### src/rtl/fqp_pkg.sv
package fqp_pkg;

    localparam int SPACE_DEPTH_DEF = 16;
    localparam int COUNT_BITS_DEF  = 16;
    localparam int QUEUE_DEPTH     = 4;
    localparam int QP_W            = $clog2(QUEUE_DEPTH);

    localparam logic [7:0] CHAR_AT   = 8'h40;
    localparam logic [7:0] CHAR_CR   = 8'h0D;
    localparam logic [7:0] CHAR_LF   = 8'h0A;
    localparam logic [7:0] CHAR_PLUS = 8'h2B;
    localparam logic [7:0] CHAR_SP   = 8'h20;

    typedef enum logic [1:0] {
        K_HEAD   = 2'd0,
        K_SEQ    = 2'd1,
        K_QUAL   = 2'd2,
        K_STATUS = 2'd3
    } kind_t;

    typedef enum logic [2:0] {
        R_OK           = 3'd0,
        R_EMPTY_SEQ    = 3'd1,
        R_NO_PLUS      = 3'd2,
        R_EMPTY_QUAL   = 3'd3,
        R_LEN_MISMATCH = 3'd4,
        R_EARLY_END    = 3'd5,
        R_WS_OVERFLOW  = 3'd6
    } reason_t;

    typedef struct packed {
        kind_t       kind;
        logic [7:0]  data;
        reason_t     reason;
        logic [15:0] seq_len;
        logic [15:0] qual_len;
        logic        last;
    } cmd_t;

    function automatic reason_t keep_first(reason_t cur, reason_t code);
        return (cur == R_OK) ? code : cur;
    endfunction

endpackage

### src/rtl/fqp_ifs.sv
interface fqp_in_if;
    logic       valid;
    logic       ready;
    logic [7:0] data_byte;
    logic       stream_end;

    modport source (output valid, data_byte, stream_end, input ready);
    modport sink   (input valid, data_byte, stream_end, output ready);
endinterface

interface fqp_out_if;
    logic        valid;
    logic        ready;
    logic [1:0]  kind;
    logic [7:0]  out_byte;
    logic        record_bad;
    logic [2:0]  reason;
    logic [15:0] seq_length;
    logic [15:0] qual_length;
    logic        last;

    modport source (output valid, kind, out_byte, record_bad, reason, seq_length,
                    qual_length, last, input ready);
    modport sink   (input valid, kind, out_byte, record_bad, reason, seq_length,
                    qual_length, last, output ready);
endinterface

### src/rtl/fastq_record_parser_core.sv
// path: the first result of a word goes from the front's pending registers through a
// queue entry to the output register; the front sequencer issues one item per cycle
// while the queue is not full (held cr, stored spaces, byte, status)
// a 4-entry queue and an output register let front and back stall on their own
// reset: rst_n is asynchronous and active low; the parser returns to header search,
// queue and output register empty, no clearing pass
module fastq_record_parser_core #(
    parameter int SPACE_DEPTH = fqp_pkg::SPACE_DEPTH_DEF,
    parameter int COUNT_BITS  = fqp_pkg::COUNT_BITS_DEF
) (
    input  logic             clk,
    input  logic             rst_n,
    fqp_in_if.sink           in_ch,
    fqp_out_if.source        out_ch
);
    import fqp_pkg::*;

    cmd_t front_cmd;
    cmd_t queue_cmd;
    logic front_push;
    logic queue_full;
    logic queue_pop;
    logic queue_valid;

    fqp_front #(
        .SPACE_DEPTH (SPACE_DEPTH),
        .COUNT_BITS  (COUNT_BITS)
    ) u_front (
        .clk        (clk),
        .rst_n      (rst_n),
        .in_valid   (in_ch.valid),
        .data_byte  (in_ch.data_byte),
        .stream_end (in_ch.stream_end),
        .in_ready   (in_ch.ready),
        .cmd_valid  (front_push),
        .cmd        (front_cmd),
        .cmd_full   (queue_full)
    );

    fqp_queue u_queue (
        .clk       (clk),
        .rst_n     (rst_n),
        .push      (front_push),
        .push_data (front_cmd),
        .full      (queue_full),
        .pop       (queue_pop),
        .pop_data  (queue_cmd),
        .not_empty (queue_valid)
    );

    fqp_back u_back (
        .clk         (clk),
        .rst_n       (rst_n),
        .q_valid     (queue_valid),
        .q_data      (queue_cmd),
        .q_pop       (queue_pop),
        .out_valid   (out_ch.valid),
        .out_ready   (out_ch.ready),
        .kind        (out_ch.kind),
        .out_byte    (out_ch.out_byte),
        .record_bad  (out_ch.record_bad),
        .reason      (out_ch.reason),
        .seq_length  (out_ch.seq_length),
        .qual_length (out_ch.qual_length),
        .last        (out_ch.last)
    );

    // a status always closes the results of its word
    a_status_last: assert property (@(posedge clk) disable iff (!rst_n)
        (out_ch.valid && out_ch.kind == K_STATUS) |-> out_ch.last)
        else $error("status item without last");

    a_bad_matches_reason: assert property (@(posedge clk) disable iff (!rst_n)
        (out_ch.valid && out_ch.kind == K_STATUS) |->
            (out_ch.record_bad == (out_ch.reason != R_OK)))
        else $error("record_bad disagrees with reason");

    a_content_clean: assert property (@(posedge clk) disable iff (!rst_n)
        (out_ch.valid && out_ch.kind != K_STATUS) |->
            (out_ch.reason == R_OK && !out_ch.record_bad && out_ch.seq_length == 16'h0000))
        else $error("content item carries status fields");

    a_no_overflow: assert property (@(posedge clk) disable iff (!rst_n)
        queue_full |-> !front_push)
        else $error("queue written while full");

endmodule

### src/rtl/fqp_front.sv
module fqp_front #(
    parameter int SPACE_DEPTH = fqp_pkg::SPACE_DEPTH_DEF,
    parameter int COUNT_BITS  = fqp_pkg::COUNT_BITS_DEF
) (
    input  logic          clk,
    input  logic          rst_n,
    input  logic          in_valid,
    input  logic [7:0]    data_byte,
    input  logic          stream_end,
    output logic          in_ready,
    output logic          cmd_valid,
    output fqp_pkg::cmd_t cmd,
    input  logic          cmd_full
);
    import fqp_pkg::*;

    localparam int CNT_W = $clog2(SPACE_DEPTH + 1);
    localparam int IDX_W = (SPACE_DEPTH > 1) ? $clog2(SPACE_DEPTH) : 1;
    localparam int ADD_W = $clog2(SPACE_DEPTH + 2);

    typedef enum logic [2:0] {
        PH_SEEK,
        PH_HEAD,
        PH_SEQ,
        PH_PLUS,
        PH_QUAL
    } phase_t;

    function automatic logic [COUNT_BITS-1:0] sat_add(logic [COUNT_BITS-1:0] c,
                                                       logic [ADD_W-1:0] a);
        logic [COUNT_BITS:0] s;
        s = {1'b0, c} + (COUNT_BITS + 1)'(a);
        return s[COUNT_BITS] ? {COUNT_BITS{1'b1}} : s[COUNT_BITS-1:0];
    endfunction

    function automatic logic [15:0] sat16(logic [COUNT_BITS-1:0] c);
        logic [31:0] w;
        w = 32'(c);
        return (w > 32'h0000_FFFF) ? 16'hFFFF : w[15:0];
    endfunction

    // parse state
    phase_t                phase_reg, phase_next;
    logic                  line_start_reg, line_start_next;
    logic                  in_at_reg, in_at_next;
    logic                  held_cr_reg, held_cr_next;
    logic                  seen_reg, seen_next;
    logic [CNT_W-1:0]      space_count_reg, space_count_next;
    logic [COUNT_BITS-1:0] seq_count_reg, seq_count_next;
    logic [COUNT_BITS-1:0] qual_count_reg, qual_count_next;
    reason_t               fault_reg, fault_next;

    logic [7:0]            space_store [SPACE_DEPTH];

    // pending items of the current word
    logic                  cr_pend_reg;
    logic [CNT_W-1:0]      drain_reg;
    logic                  byte_pend_reg;
    logic [7:0]            byte_val_reg;
    kind_t                 byte_kind_reg;
    logic                  stat_pend_reg;
    reason_t               stat_reason_reg;
    logic [15:0]           stat_seq_reg;
    logic [15:0]           stat_qual_reg;

    // decode of the incoming word
    logic                  d_cr;
    logic [CNT_W-1:0]      d_drain;
    logic                  d_byte;
    kind_t                 d_kind;
    logic [ADD_W-1:0]      d_add;
    logic                  d_fin;
    logic                  d_early;
    logic                  st_we;
    logic                  is_ws;

    logic                  busy;
    logic                  accept;
    logic                  pop_cr, pop_drain, pop_byte, pop_stat;

    assign is_ws = (data_byte == CHAR_SP) || (data_byte inside {[8'h09:8'h0D]});

    always_comb
    begin
        phase_next       = phase_reg;
        line_start_next  = line_start_reg;
        in_at_next       = in_at_reg;
        held_cr_next     = held_cr_reg;
        seen_next        = seen_reg;
        space_count_next = space_count_reg;
        seq_count_next   = seq_count_reg;
        qual_count_next  = qual_count_reg;
        fault_next       = fault_reg;
        d_cr             = 1'b0;
        d_drain          = '0;
        d_byte           = 1'b0;
        d_kind           = K_HEAD;
        d_add            = '0;
        d_fin            = 1'b0;
        d_early          = 1'b0;
        st_we            = 1'b0;

        case (phase_reg)
            PH_SEEK:
            begin
                if (line_start_reg && data_byte == CHAR_AT)
                begin
                    phase_next      = PH_HEAD;
                    line_start_next = 1'b0;
                    in_at_next      = 1'b1;
                    held_cr_next    = 1'b0;
                    seq_count_next  = '0;
                    qual_count_next = '0;
                    fault_next      = R_OK;
                end
                else
                begin
                    line_start_next = (data_byte == CHAR_LF);
                end
            end
            PH_HEAD:
            begin
                if (data_byte == CHAR_LF)
                begin
                    phase_next       = PH_SEQ;
                    line_start_next  = 1'b1;
                    seen_next        = 1'b0;
                    space_count_next = '0;
                    held_cr_next     = 1'b0;
                    in_at_next       = 1'b0;
                end
                else if (data_byte == CHAR_CR)
                begin
                    d_cr         = held_cr_reg;
                    held_cr_next = 1'b1;
                    in_at_next   = 1'b0;
                end
                else if (!(data_byte == CHAR_AT && in_at_reg))
                begin
                    d_cr         = held_cr_reg;
                    held_cr_next = 1'b0;
                    in_at_next   = 1'b0;
                    d_byte       = 1'b1;
                end
            end
            PH_SEQ, PH_QUAL:
            begin
                d_kind = (phase_reg == PH_SEQ) ? K_SEQ : K_QUAL;
                if (data_byte == CHAR_LF)
                begin
                    if (phase_reg == PH_SEQ)
                    begin
                        if (seq_count_reg == '0)
                            fault_next = keep_first(fault_next, R_EMPTY_SEQ);
                        phase_next       = PH_PLUS;
                        line_start_next  = 1'b1;
                        seen_next        = 1'b0;
                        space_count_next = '0;
                        held_cr_next     = 1'b0;
                    end
                    else
                    begin
                        d_fin = 1'b1;
                    end
                end
                else
                begin
                    line_start_next = 1'b0;
                    if (is_ws)
                    begin
                        if (seen_reg)
                        begin
                            if (space_count_reg < CNT_W'(SPACE_DEPTH))
                            begin
                                st_we            = 1'b1;
                                space_count_next = space_count_reg + 1'b1;
                            end
                            else
                            begin
                                fault_next = keep_first(fault_next, R_WS_OVERFLOW);
                            end
                        end
                    end
                    else
                    begin
                        d_drain          = space_count_reg;
                        space_count_next = '0;
                        seen_next        = 1'b1;
                        d_byte           = 1'b1;
                        d_add            = ADD_W'(space_count_reg) + 1'b1;
                    end
                end
            end
            PH_PLUS:
            begin
                if (line_start_reg && data_byte != CHAR_PLUS)
                    fault_next = keep_first(fault_next, R_NO_PLUS);
                if (data_byte == CHAR_LF)
                begin
                    phase_next       = PH_QUAL;
                    line_start_next  = 1'b1;
                    seen_next        = 1'b0;
                    space_count_next = '0;
                    held_cr_next     = 1'b0;
                end
                else
                begin
                    line_start_next = 1'b0;
                end
            end
            default:
            begin
                phase_next = PH_SEEK;
            end
        endcase

        if (d_kind == K_SEQ)
            seq_count_next = sat_add(seq_count_reg, d_add);
        if (d_kind == K_QUAL)
            qual_count_next = sat_add(qual_count_reg, d_add);

        if (stream_end && !d_fin)
        begin
            if (phase_next == PH_QUAL && !line_start_next)
                d_fin = 1'b1;
            else if (phase_next != PH_SEEK)
                d_early = 1'b1;
        end

        if (d_fin)
        begin
            if (qual_count_next == '0)
                fault_next = keep_first(fault_next, R_EMPTY_QUAL);
            else if (seq_count_next != qual_count_next)
                fault_next = keep_first(fault_next, R_LEN_MISMATCH);
        end
        if (d_early)
            fault_next = keep_first(fault_next, R_EARLY_END);

        if (d_fin || d_early || stream_end)
        begin
            phase_next       = PH_SEEK;
            line_start_next  = 1'b1;
            seen_next        = 1'b0;
            space_count_next = '0;
            held_cr_next     = 1'b0;
            in_at_next       = 1'b0;
        end
    end

    // item sequencing: held cr, drained spaces, the byte, then the status
    assign busy = cr_pend_reg || (drain_reg != '0) || byte_pend_reg || stat_pend_reg;

    always_comb
    begin
        pop_cr       = 1'b0;
        pop_drain    = 1'b0;
        pop_byte     = 1'b0;
        pop_stat     = 1'b0;
        cmd.kind     = byte_kind_reg;
        cmd.data     = byte_val_reg;
        cmd.reason   = R_OK;
        cmd.seq_len  = '0;
        cmd.qual_len = '0;
        cmd.last     = 1'b0;
        if (cr_pend_reg)
        begin
            pop_cr   = 1'b1;
            cmd.kind = K_HEAD;
            cmd.data = CHAR_CR;
            cmd.last = (drain_reg == '0) && !byte_pend_reg && !stat_pend_reg;
        end
        else if (drain_reg != '0)
        begin
            pop_drain = 1'b1;
            cmd.data  = space_store[0];
            cmd.last  = (drain_reg == CNT_W'(1)) && !byte_pend_reg && !stat_pend_reg;
        end
        else if (byte_pend_reg)
        begin
            pop_byte = 1'b1;
            cmd.last = !stat_pend_reg;
        end
        else
        begin
            pop_stat     = stat_pend_reg;
            cmd.kind     = K_STATUS;
            cmd.data     = '0;
            cmd.reason   = stat_reason_reg;
            cmd.seq_len  = stat_seq_reg;
            cmd.qual_len = stat_qual_reg;
            cmd.last     = 1'b1;
        end
    end

    assign cmd_valid = busy && !cmd_full;
    assign in_ready  = !busy || (cmd_valid && cmd.last);
    assign accept    = in_valid && in_ready;

    always_ff @(posedge clk or negedge rst_n)
    begin
        if (!rst_n)
        begin
            phase_reg       <= PH_SEEK;
            line_start_reg  <= 1'b1;
            in_at_reg       <= 1'b0;
            held_cr_reg     <= 1'b0;
            seen_reg        <= 1'b0;
            space_count_reg <= '0;
            seq_count_reg   <= '0;
            qual_count_reg  <= '0;
            fault_reg       <= R_OK;
            cr_pend_reg     <= 1'b0;
            drain_reg       <= '0;
            byte_pend_reg   <= 1'b0;
            byte_val_reg    <= '0;
            byte_kind_reg   <= K_HEAD;
            stat_pend_reg   <= 1'b0;
            stat_reason_reg <= R_OK;
            stat_seq_reg    <= '0;
            stat_qual_reg   <= '0;
        end
        else if (accept)
        begin
            phase_reg       <= phase_next;
            line_start_reg  <= line_start_next;
            in_at_reg       <= in_at_next;
            held_cr_reg     <= held_cr_next;
            seen_reg        <= seen_next;
            space_count_reg <= space_count_next;
            seq_count_reg   <= seq_count_next;
            qual_count_reg  <= qual_count_next;
            fault_reg       <= fault_next;
            cr_pend_reg     <= d_cr;
            drain_reg       <= d_drain;
            byte_pend_reg   <= d_byte;
            byte_val_reg    <= data_byte;
            byte_kind_reg   <= d_kind;
            stat_pend_reg   <= d_fin || d_early;
            stat_reason_reg <= fault_next;
            stat_seq_reg    <= sat16(seq_count_next);
            stat_qual_reg   <= sat16(qual_count_next);
        end
        else if (cmd_valid)
        begin
            if (pop_cr)
                cr_pend_reg <= 1'b0;
            if (pop_drain)
                drain_reg <= drain_reg - 1'b1;
            if (pop_byte)
                byte_pend_reg <= 1'b0;
            if (pop_stat)
                stat_pend_reg <= 1'b0;
        end
    end

    // whitespace store, drained from the head
    always_ff @(posedge clk)
    begin
        if (cmd_valid && pop_drain)
        begin
            for (int i = 0; i < SPACE_DEPTH - 1; i++)
                space_store[i] <= space_store[i+1];
        end
        if (accept && st_we)
            space_store[space_count_reg[IDX_W-1:0]] <= data_byte;
    end

endmodule

### src/rtl/fqp_queue.sv
module fqp_queue (
    input  logic          clk,
    input  logic          rst_n,
    input  logic          push,
    input  fqp_pkg::cmd_t push_data,
    output logic          full,
    input  logic          pop,
    output fqp_pkg::cmd_t pop_data,
    output logic          not_empty
);
    import fqp_pkg::*;

    cmd_t            entry [QUEUE_DEPTH];
    logic [QP_W-1:0] wr_ptr_reg;
    logic [QP_W-1:0] rd_ptr_reg;
    logic [QP_W:0]   count_reg;

    assign full      = (count_reg == (QP_W + 1)'(QUEUE_DEPTH));
    assign not_empty = (count_reg != '0);
    assign pop_data  = entry[rd_ptr_reg];

    always_ff @(posedge clk or negedge rst_n)
    begin
        if (!rst_n)
        begin
            wr_ptr_reg <= '0;
            rd_ptr_reg <= '0;
            count_reg  <= '0;
        end
        else
        begin
            if (push)
                wr_ptr_reg <= wr_ptr_reg + 1'b1;
            if (pop)
                rd_ptr_reg <= rd_ptr_reg + 1'b1;
            if (push && !pop)
                count_reg <= count_reg + 1'b1;
            else if (pop && !push)
                count_reg <= count_reg - 1'b1;
        end
    end

    always_ff @(posedge clk)
    begin
        if (push)
            entry[wr_ptr_reg] <= push_data;
    end

endmodule

### src/rtl/fqp_back.sv
module fqp_back (
    input  logic          clk,
    input  logic          rst_n,
    input  logic          q_valid,
    input  fqp_pkg::cmd_t q_data,
    output logic          q_pop,
    output logic          out_valid,
    input  logic          out_ready,
    output logic [1:0]    kind,
    output logic [7:0]    out_byte,
    output logic          record_bad,
    output logic [2:0]    reason,
    output logic [15:0]   seq_length,
    output logic [15:0]   qual_length,
    output logic          last
);
    import fqp_pkg::*;

    logic        valid_reg;
    logic [1:0]  kind_reg;
    logic [7:0]  byte_reg;
    logic        bad_reg;
    logic [2:0]  reason_reg;
    logic [15:0] seq_reg;
    logic [15:0] qual_reg;
    logic        last_reg;
    logic        is_status;

    assign q_pop     = q_valid && (!valid_reg || out_ready);
    assign is_status = (q_data.kind == K_STATUS);

    always_ff @(posedge clk or negedge rst_n)
    begin
        if (!rst_n)
        begin
            valid_reg <= 1'b0;
        end
        else if (!valid_reg || out_ready)
        begin
            valid_reg <= q_valid;
        end
    end

    always_ff @(posedge clk)
    begin
        if (q_pop)
        begin
            kind_reg   <= q_data.kind;
            byte_reg   <= is_status ? 8'h00 : q_data.data;
            bad_reg    <= is_status && (q_data.reason != R_OK);
            reason_reg <= is_status ? q_data.reason : R_OK;
            seq_reg    <= is_status ? q_data.seq_len : 16'h0000;
            qual_reg   <= is_status ? q_data.qual_len : 16'h0000;
            last_reg   <= q_data.last;
        end
    end

    assign out_valid   = valid_reg;
    assign kind        = kind_reg;
    assign out_byte    = byte_reg;
    assign record_bad  = bad_reg;
    assign reason      = reason_reg;
    assign seq_length  = seq_reg;
    assign qual_length = qual_reg;
    assign last        = last_reg;

endmodule
### src/flat_wrapper.sv
// flat-port wrapper written by rule: the top's interface ports become plain ports
module fastq_record_parser_core_flat import fqp_pkg::*;
#(
    parameter int SPACE_DEPTH = fqp_pkg::SPACE_DEPTH_DEF,
    parameter int COUNT_BITS  = fqp_pkg::COUNT_BITS_DEF
)
  (clk, rst_n, in_ch_valid, in_ch_data_byte, in_ch_stream_end, in_ch_ready, out_ch_valid, out_ch_kind, out_ch_out_byte, out_ch_record_bad, out_ch_reason, out_ch_seq_length, out_ch_qual_length, out_ch_last, out_ch_ready);
  fqp_in_if in_ch_i ();
  fqp_out_if out_ch_i ();
  input  logic clk;
  input  logic rst_n;
  input wire logic [$bits(in_ch_i.valid)-1:0] in_ch_valid;
  input wire logic [$bits(in_ch_i.data_byte)-1:0] in_ch_data_byte;
  input wire logic [$bits(in_ch_i.stream_end)-1:0] in_ch_stream_end;
  output wire logic [$bits(in_ch_i.ready)-1:0] in_ch_ready;
  output wire logic [$bits(out_ch_i.valid)-1:0] out_ch_valid;
  output wire logic [$bits(out_ch_i.kind)-1:0] out_ch_kind;
  output wire logic [$bits(out_ch_i.out_byte)-1:0] out_ch_out_byte;
  output wire logic [$bits(out_ch_i.record_bad)-1:0] out_ch_record_bad;
  output wire logic [$bits(out_ch_i.reason)-1:0] out_ch_reason;
  output wire logic [$bits(out_ch_i.seq_length)-1:0] out_ch_seq_length;
  output wire logic [$bits(out_ch_i.qual_length)-1:0] out_ch_qual_length;
  output wire logic [$bits(out_ch_i.last)-1:0] out_ch_last;
  input wire logic [$bits(out_ch_i.ready)-1:0] out_ch_ready;
  assign in_ch_i.valid = in_ch_valid;
  assign in_ch_i.data_byte = in_ch_data_byte;
  assign in_ch_i.stream_end = in_ch_stream_end;
  assign in_ch_ready = in_ch_i.ready;
  assign out_ch_valid = out_ch_i.valid;
  assign out_ch_kind = out_ch_i.kind;
  assign out_ch_out_byte = out_ch_i.out_byte;
  assign out_ch_record_bad = out_ch_i.record_bad;
  assign out_ch_reason = out_ch_i.reason;
  assign out_ch_seq_length = out_ch_i.seq_length;
  assign out_ch_qual_length = out_ch_i.qual_length;
  assign out_ch_last = out_ch_i.last;
  assign out_ch_i.ready = out_ch_ready;
  fastq_record_parser_core #(.SPACE_DEPTH(SPACE_DEPTH), .COUNT_BITS(COUNT_BITS)) u_core (.clk(clk), .rst_n(rst_n), .in_ch(in_ch_i), .out_ch(out_ch_i));
endmodule
### config.mk
export PLATFORM = sky130hd
export DESIGN_NAME = fastq_record_parser_core_flat
export DESIGN_NICKNAME = d
export VERILOG_FILES = /design/src/rtl/fqp_pkg.sv /design/src/rtl/fqp_ifs.sv /design/src/rtl/fastq_record_parser_core.sv /design/src/rtl/fqp_front.sv /design/src/rtl/fqp_queue.sv /design/src/rtl/fqp_back.sv /design/src/flat_wrapper.sv
export SDC_FILE = /design/constraint.sdc
export NUM_CORES = 1
export LEC_CHECK = 0
export BUFFER_PORTS_ARGS = -buffer_cell sky130_fd_sc_hd__buf_2
export CAP_MARGIN = 40
export CORE_UTILIZATION = 56
export DETAILED_ROUTE_END_ITERATION = 12
export MAX_ROUTING_LAYER = met4
export PLACE_DENSITY = 0.76
export SLEW_MARGIN = 20
export SYNTH_ARGS = -nofsm -noshare
export SYNTH_HDL_FRONTEND = slang
export SYNTH_SLANG_ARGS = --single-unit
### constraint.sdc
create_clock -name clk -period 4.01 [get_ports clk]
set_clock_uncertainty 0.05 [all_clocks]
set_input_delay 0 -clock clk [delete_from_list [all_inputs] [get_ports clk]]
set_output_delay 0 -clock clk [all_outputs]
set_load 0.005 [all_outputs]
==> metrics.json <==
{
  "status": "complete, no violations",
  "synth.yosys.seq_area_share_pct": 64.6,
  "first_global_vias": 12700,
  "die_area_mm2": 0.0356,
  "stdcell_area_mm2": 0.0232,
  "wirelength_um": 45600,
  "cellLeakagePower_nw": 8.74,
  "num_vias": 12800,
  "unrepaired_setup_endpoints_after_global_routing": "true",
  "final-hold-violation-count": 0,
  "critical_path_peak_fanout": 6,
  "max_freq_ghz": 0.252,
  "cts.htree.levels": 2,
  "critical-path-top-delay-family": "compound AO/OA/AOI/OAI gates",
  "grt_util_met2_pct": 42.4,
  "p_per_area_mw_per_mm2": 728,
  "worst-endpoint-required_ns": 4.36,
  "postSynthRegisterBits": 432,
  "synth_area_mm2": 0.0195,
  "number_of_instances_in_the_synthesized_netlist": 1438,
  "fin_setup_tns_ns": 0,
  "layout-drive-gt1-share_pct": 28.2,
  "overflow": 0,
  "synth.mux.area_fraction_pct": 10.3,
  "clock_tree_from_tritoncts": "done",
  "syn_area_per_cell_um2": 13.6,
  "clock_power_share_pct": 23.9,
  "relSlewSlack_pct": 50.0,
  "min_delay_path_class": "input pin to flip-flop",
  "groute.usage.overall_pct": 26.8,
  "globalRoute.busiestLayer": "met2",
  "detail_route.first_pass.iterations": 5,
  "groute.layer.met1.usage_pct": 36.2,
  "routed_via_density": 6.09,
  "netSwitchingPower_mw": 5.05,
  "worst_slew_pin_slew_ns": 0.745,
  "grt_first_pass_wirelength_um": 71100,
  "postSynth.topFlopCell": "sky130_fd_sc_hd__edfxtp_1",
  "antenna_violations_before_repair": 1,
  "timing.final.crit_period_ns": 3.96,
  "biggestRegsByFlops": "u_core.u_queue.entry x184, u_core.u_front.space_store x128",
  "registers.top_by_ff_count": "u_core.u_queue.entry",
  "arrival_ns": 4.31,
  "die_height_um": 189,
  "ctsRootBufferMaster": "sky130_fd_sc_hd__clkbuf_16",
  "main_combinational_cell_family_by_area_after_synthesis": "simple AND/OR/NAND/NOR gates",
  "edff_count_synth": 359,
  "yosys.cell_types.count": 74,
  "p_sw_share_pct": 29.9,
  "port-buffer-count": 61,
  "timing.max_cap.violations": 0,
  "synth_async_sr_flop_share_pct": 16.9,
  "finalPower_mw": 16.9,
  "post_synth_xor_area_fraction_pct": 1.43,
  "syn2layout_area_growth_pct": 18.8,
  "synth.largest_area_cell": "sky130_fd_sc_hd__edfxtp_1",
  "final.period_utilization_pct": 98.8,
  "place_congestion": 0.915,
  "total_cell_area_at_the_placement_stage_mm2": 0.0211,
  "initial_core_util_pct": 56.7,
  "worst_supply_voltage_drop_on_vdd_v": 0.000560,
  "worst_skew_late_latency_ns": 0.56,
  "initialDrtViolationCount": 1368,
  "startpoint_type": "flip-flop",
  "share_of_synthesized_cell_area_in_and_or_nand_and_nor_gates_pct": 13.1,
  "synth.net_count": 1471,
  "cell_by_cell_listing_of_the_critical_path": "inv_2 -> ha_4 -> inv_2 -> nor3_4 -> nand3_2 -> buf_6 -> xnor2_1 -> ha_2 -> a21oi_4 -> buf_6 -> a2111oi_4 -> nor2_4 -> a41oi_2 -> a21oi_1 -> nand4b_1 -> a2111oi_4 -> nand4_1 -> nand2_1 -> o221ai_1",
  "drt_drc_violations_left": 0,
  "core_area_mm2": 0.0345,
  "number_of_flip_flops_in_the_largest_register": 184,
  "share_of_the_synthesized_area_in_compound_gates_ao_oa_aoi_oai_pct": 7.03,
  "mostFrequentLayoutCells": "sky130_fd_sc_hd__edfxtp_1 (359), sky130_fd_sc_hd__buf_4 (134), sky130_fd_sc_hd__nand2_1 (111), sky130_fd_sc_hd__o21ai_0 (82), sky130_fd_sc_hd__mux2_2 (81)",
  "finish.net_count": 1647,
  "library_cell_contributing_the_largest_single_delay_on_the_critical_path": "sky130_fd_sc_hd__a2111oi_4",
  "clk_pin_slew_ns": 0.06,
  "grt_start_max_net_pins": 62,
  "yosys.area_share.adder_pct": 1.32,
  "seqPwrFrac_pct": 48.1,
  "power.internal_mw": 11.8,
  "chipWidth_um": 189,
  "drt-wirelength-per-cell_um": 21.7,
  "power_frac_comb_pct": 28.0,
  "cts-buffers-inserted": 43,
  "synth-warning-count": 0,
  "worstPathBufferInverterCount": 4,
  "most_frequent_standard_cell_in_the_layout_excluding_fill_and_tap_cells": "sky130_fd_sc_hd__edfxtp_1",
  "drtAntennaViolNets": 0,
  "synth.top_cell.area_share_pct": 55.2,
  "antenna-diode-count": 0,
  "timing.setup.critical_path_class": "flip-flop to flip-flop",
  "setup_viol_count_final": 0,
  "max_stage_delay_on_crit_path_ns": 0.40,
  "synth.area.top_cells": "sky130_fd_sc_hd__edfxtp_1 (55%), sky130_fd_sc_hd__dfrtp_1 (9.2%), sky130_fd_sc_hd__mux4_2 (5.3%), sky130_fd_sc_hd__mux2_2 (4.7%), sky130_fd_sc_hd__o21ai_0 (2.2%)",
  "pin_count": 62,
  "end_kind": "flip-flop",
  "rows": 68,
  "clk_path_buf_depth": 3,
  "grt.met3_usage_pct": 4.00,
  "place.detailed.hpwl_um": 29500,
  "final_max_slew_viol_count": 0,
  "cts.sink_count": 432
}
[routing by layer]
layer  vias up  part of all wire [%]
met1      6401                    42
met4         0                   2.5
li1       5816                     -
met2       506                    49
met3        99                   6.5
met5         -                     0
[power by group through the flow]
| stage | registers, mW | clock network [mW] | logic [mW] |
|---|---|---|---|
| floorplan | 7.89 | 0 | 3.17 |
| global placement | 8.03 | 0 | 4.46 |
| detailed placement | 8.17 | 0 | 4.59 |
| CTS | 8.14 | 4.09 | 4.72 |
| global route | 8.29 | 4.25 | 5.16 |
| finish | 8.12 | 4.04 | 4.73 |
[worst register-to-register path, cell delays in order, from the launching register on]
cell                        delay (ns)
sky130_fd_sc_hd__dfrtp_1          0.39
sky130_fd_sc_hd__inv_2            0.07
sky130_fd_sc_hd__ha_4             0.26
sky130_fd_sc_hd__inv_2            0.05
sky130_fd_sc_hd__nor3_4           0.23
sky130_fd_sc_hd__nand3_2          0.13
sky130_fd_sc_hd__buf_6            0.15
sky130_fd_sc_hd__xnor2_1          0.14
sky130_fd_sc_hd__ha_2             0.23
sky130_fd_sc_hd__a21oi_4          0.08
sky130_fd_sc_hd__buf_6            0.12
sky130_fd_sc_hd__a2111oi_4        0.40
sky130_fd_sc_hd__nor2_4           0.11
sky130_fd_sc_hd__a41oi_2          0.31
sky130_fd_sc_hd__a21oi_1          0.10
sky130_fd_sc_hd__nand4b_1         0.26
sky130_fd_sc_hd__a2111oi_4        0.35
sky130_fd_sc_hd__nand4_1          0.16
sky130_fd_sc_hd__nand2_1          0.10
sky130_fd_sc_hd__o221ai_1         0.11
[cells by family after synthesis]
group	Yosys count
xor gates and xnor gates	32
AOI/OAI and AO/OA	222
adders and majority gates	20
DFF	432
buffers and inverters	117
and+or+nand+nor	482
muxes	133
[metrics by stage]
| step | std cells | hold slack, ns | setup WS (ns) | utilization [%] |
|---|---|---|---|---|
| global placement | 1984 | 0.149 | -0.219 | 61.3 |
| CTS | 2090 | 0.0809 | 0.00957 | 66.3 |
| finish | 2104 | 0.112 | 0.0491 | 67.3 |
| floorplan | 1438 | -0.346 | -0.0475 | - |
| global route | 2104 | 0.164 | -0.175 | 67.3 |
| detailed placement | 1985 | -0.0553 | -0.336 | 61.3 |
[cell type report]
cell class	instances	area [um^2]
sequential	432	12600
timing repair buffer	216	1570
clock buffer	57	1150
multi-input combinational	889	6920
inverter	32	120
clock inverter	23	259
fill	2311	11300
tap	455	569
[final timing paths]
path | cells after the start | slack [ns] | endpoint | startpoint
worst max-delay path | 19 | 0.05 | u_core.u_front.stat_reason_reg[2] | u_core.u_front.space_count_reg[0]
min in group asynchronous | 3 | 0.47 | u_core.u_front.line_start_reg | rst_n
max in group asynchronous | 4 | 3.17 | u_core.u_queue.rd_ptr_reg[0] | rst_n
worst min-delay path | 7 | 0.11 | u_core.u_front.phase_reg[1] | in_ch_data_byte[6]
worst max register to register | 19 | 0.05 | u_core.u_front.stat_reason_reg[2] | u_core.u_front.space_count_reg[0]
worst min register to register | 2 | 0.43 | u_core.u_front.byte_val_reg[0] | u_core.u_front.byte_val_reg[0]
[what timing repair did]
| action | CTS | global route |
|---|---|---|
| hold buffers | 15 | 0 |
| pin swaps | 17 | 28 |
| setup endpoints to repair | 3 | 69 |
| endpoints found under the hold margin | 102 | 0 |
| setup buffers | 10 | 14 |
| gates resized for setup | 19 | 48 |
[synthesized netlist by cell type, drive strengths merged, types with 5 or more instances]
| master | n |
|---|---|
| a21oi | 49 |
| nand4 | 19 |
| or4 | 5 |
| mux2 | 81 |
| a211o | 5 |
| a211oi | 5 |
| nand3 | 45 |
| mux2i | 6 |
| a21o | 6 |
| nor3b | 5 |
| or3 | 11 |
| nor4 | 13 |
| nor3 | 28 |
| dfrtp | 72 |
| nor2 | 58 |
| nor2b | 47 |
| a41oi | 5 |
| clkbuf | 69 |
| a2111oi | 5 |
| and3 | 56 |
| o21ai | 89 |
| buf | 16 |
| and2 | 49 |
| inv | 32 |
| edfxtp | 359 |
| mux4 | 46 |
| o31ai | 5 |
| ha | 19 |
| xnor2 | 20 |
| xor2 | 12 |
| a31oi | 12 |
| o22ai | 5 |
| nand2 | 112 |
| nand2b | 16 |
No activity file was read; power rests on OpenSTA's default activity.
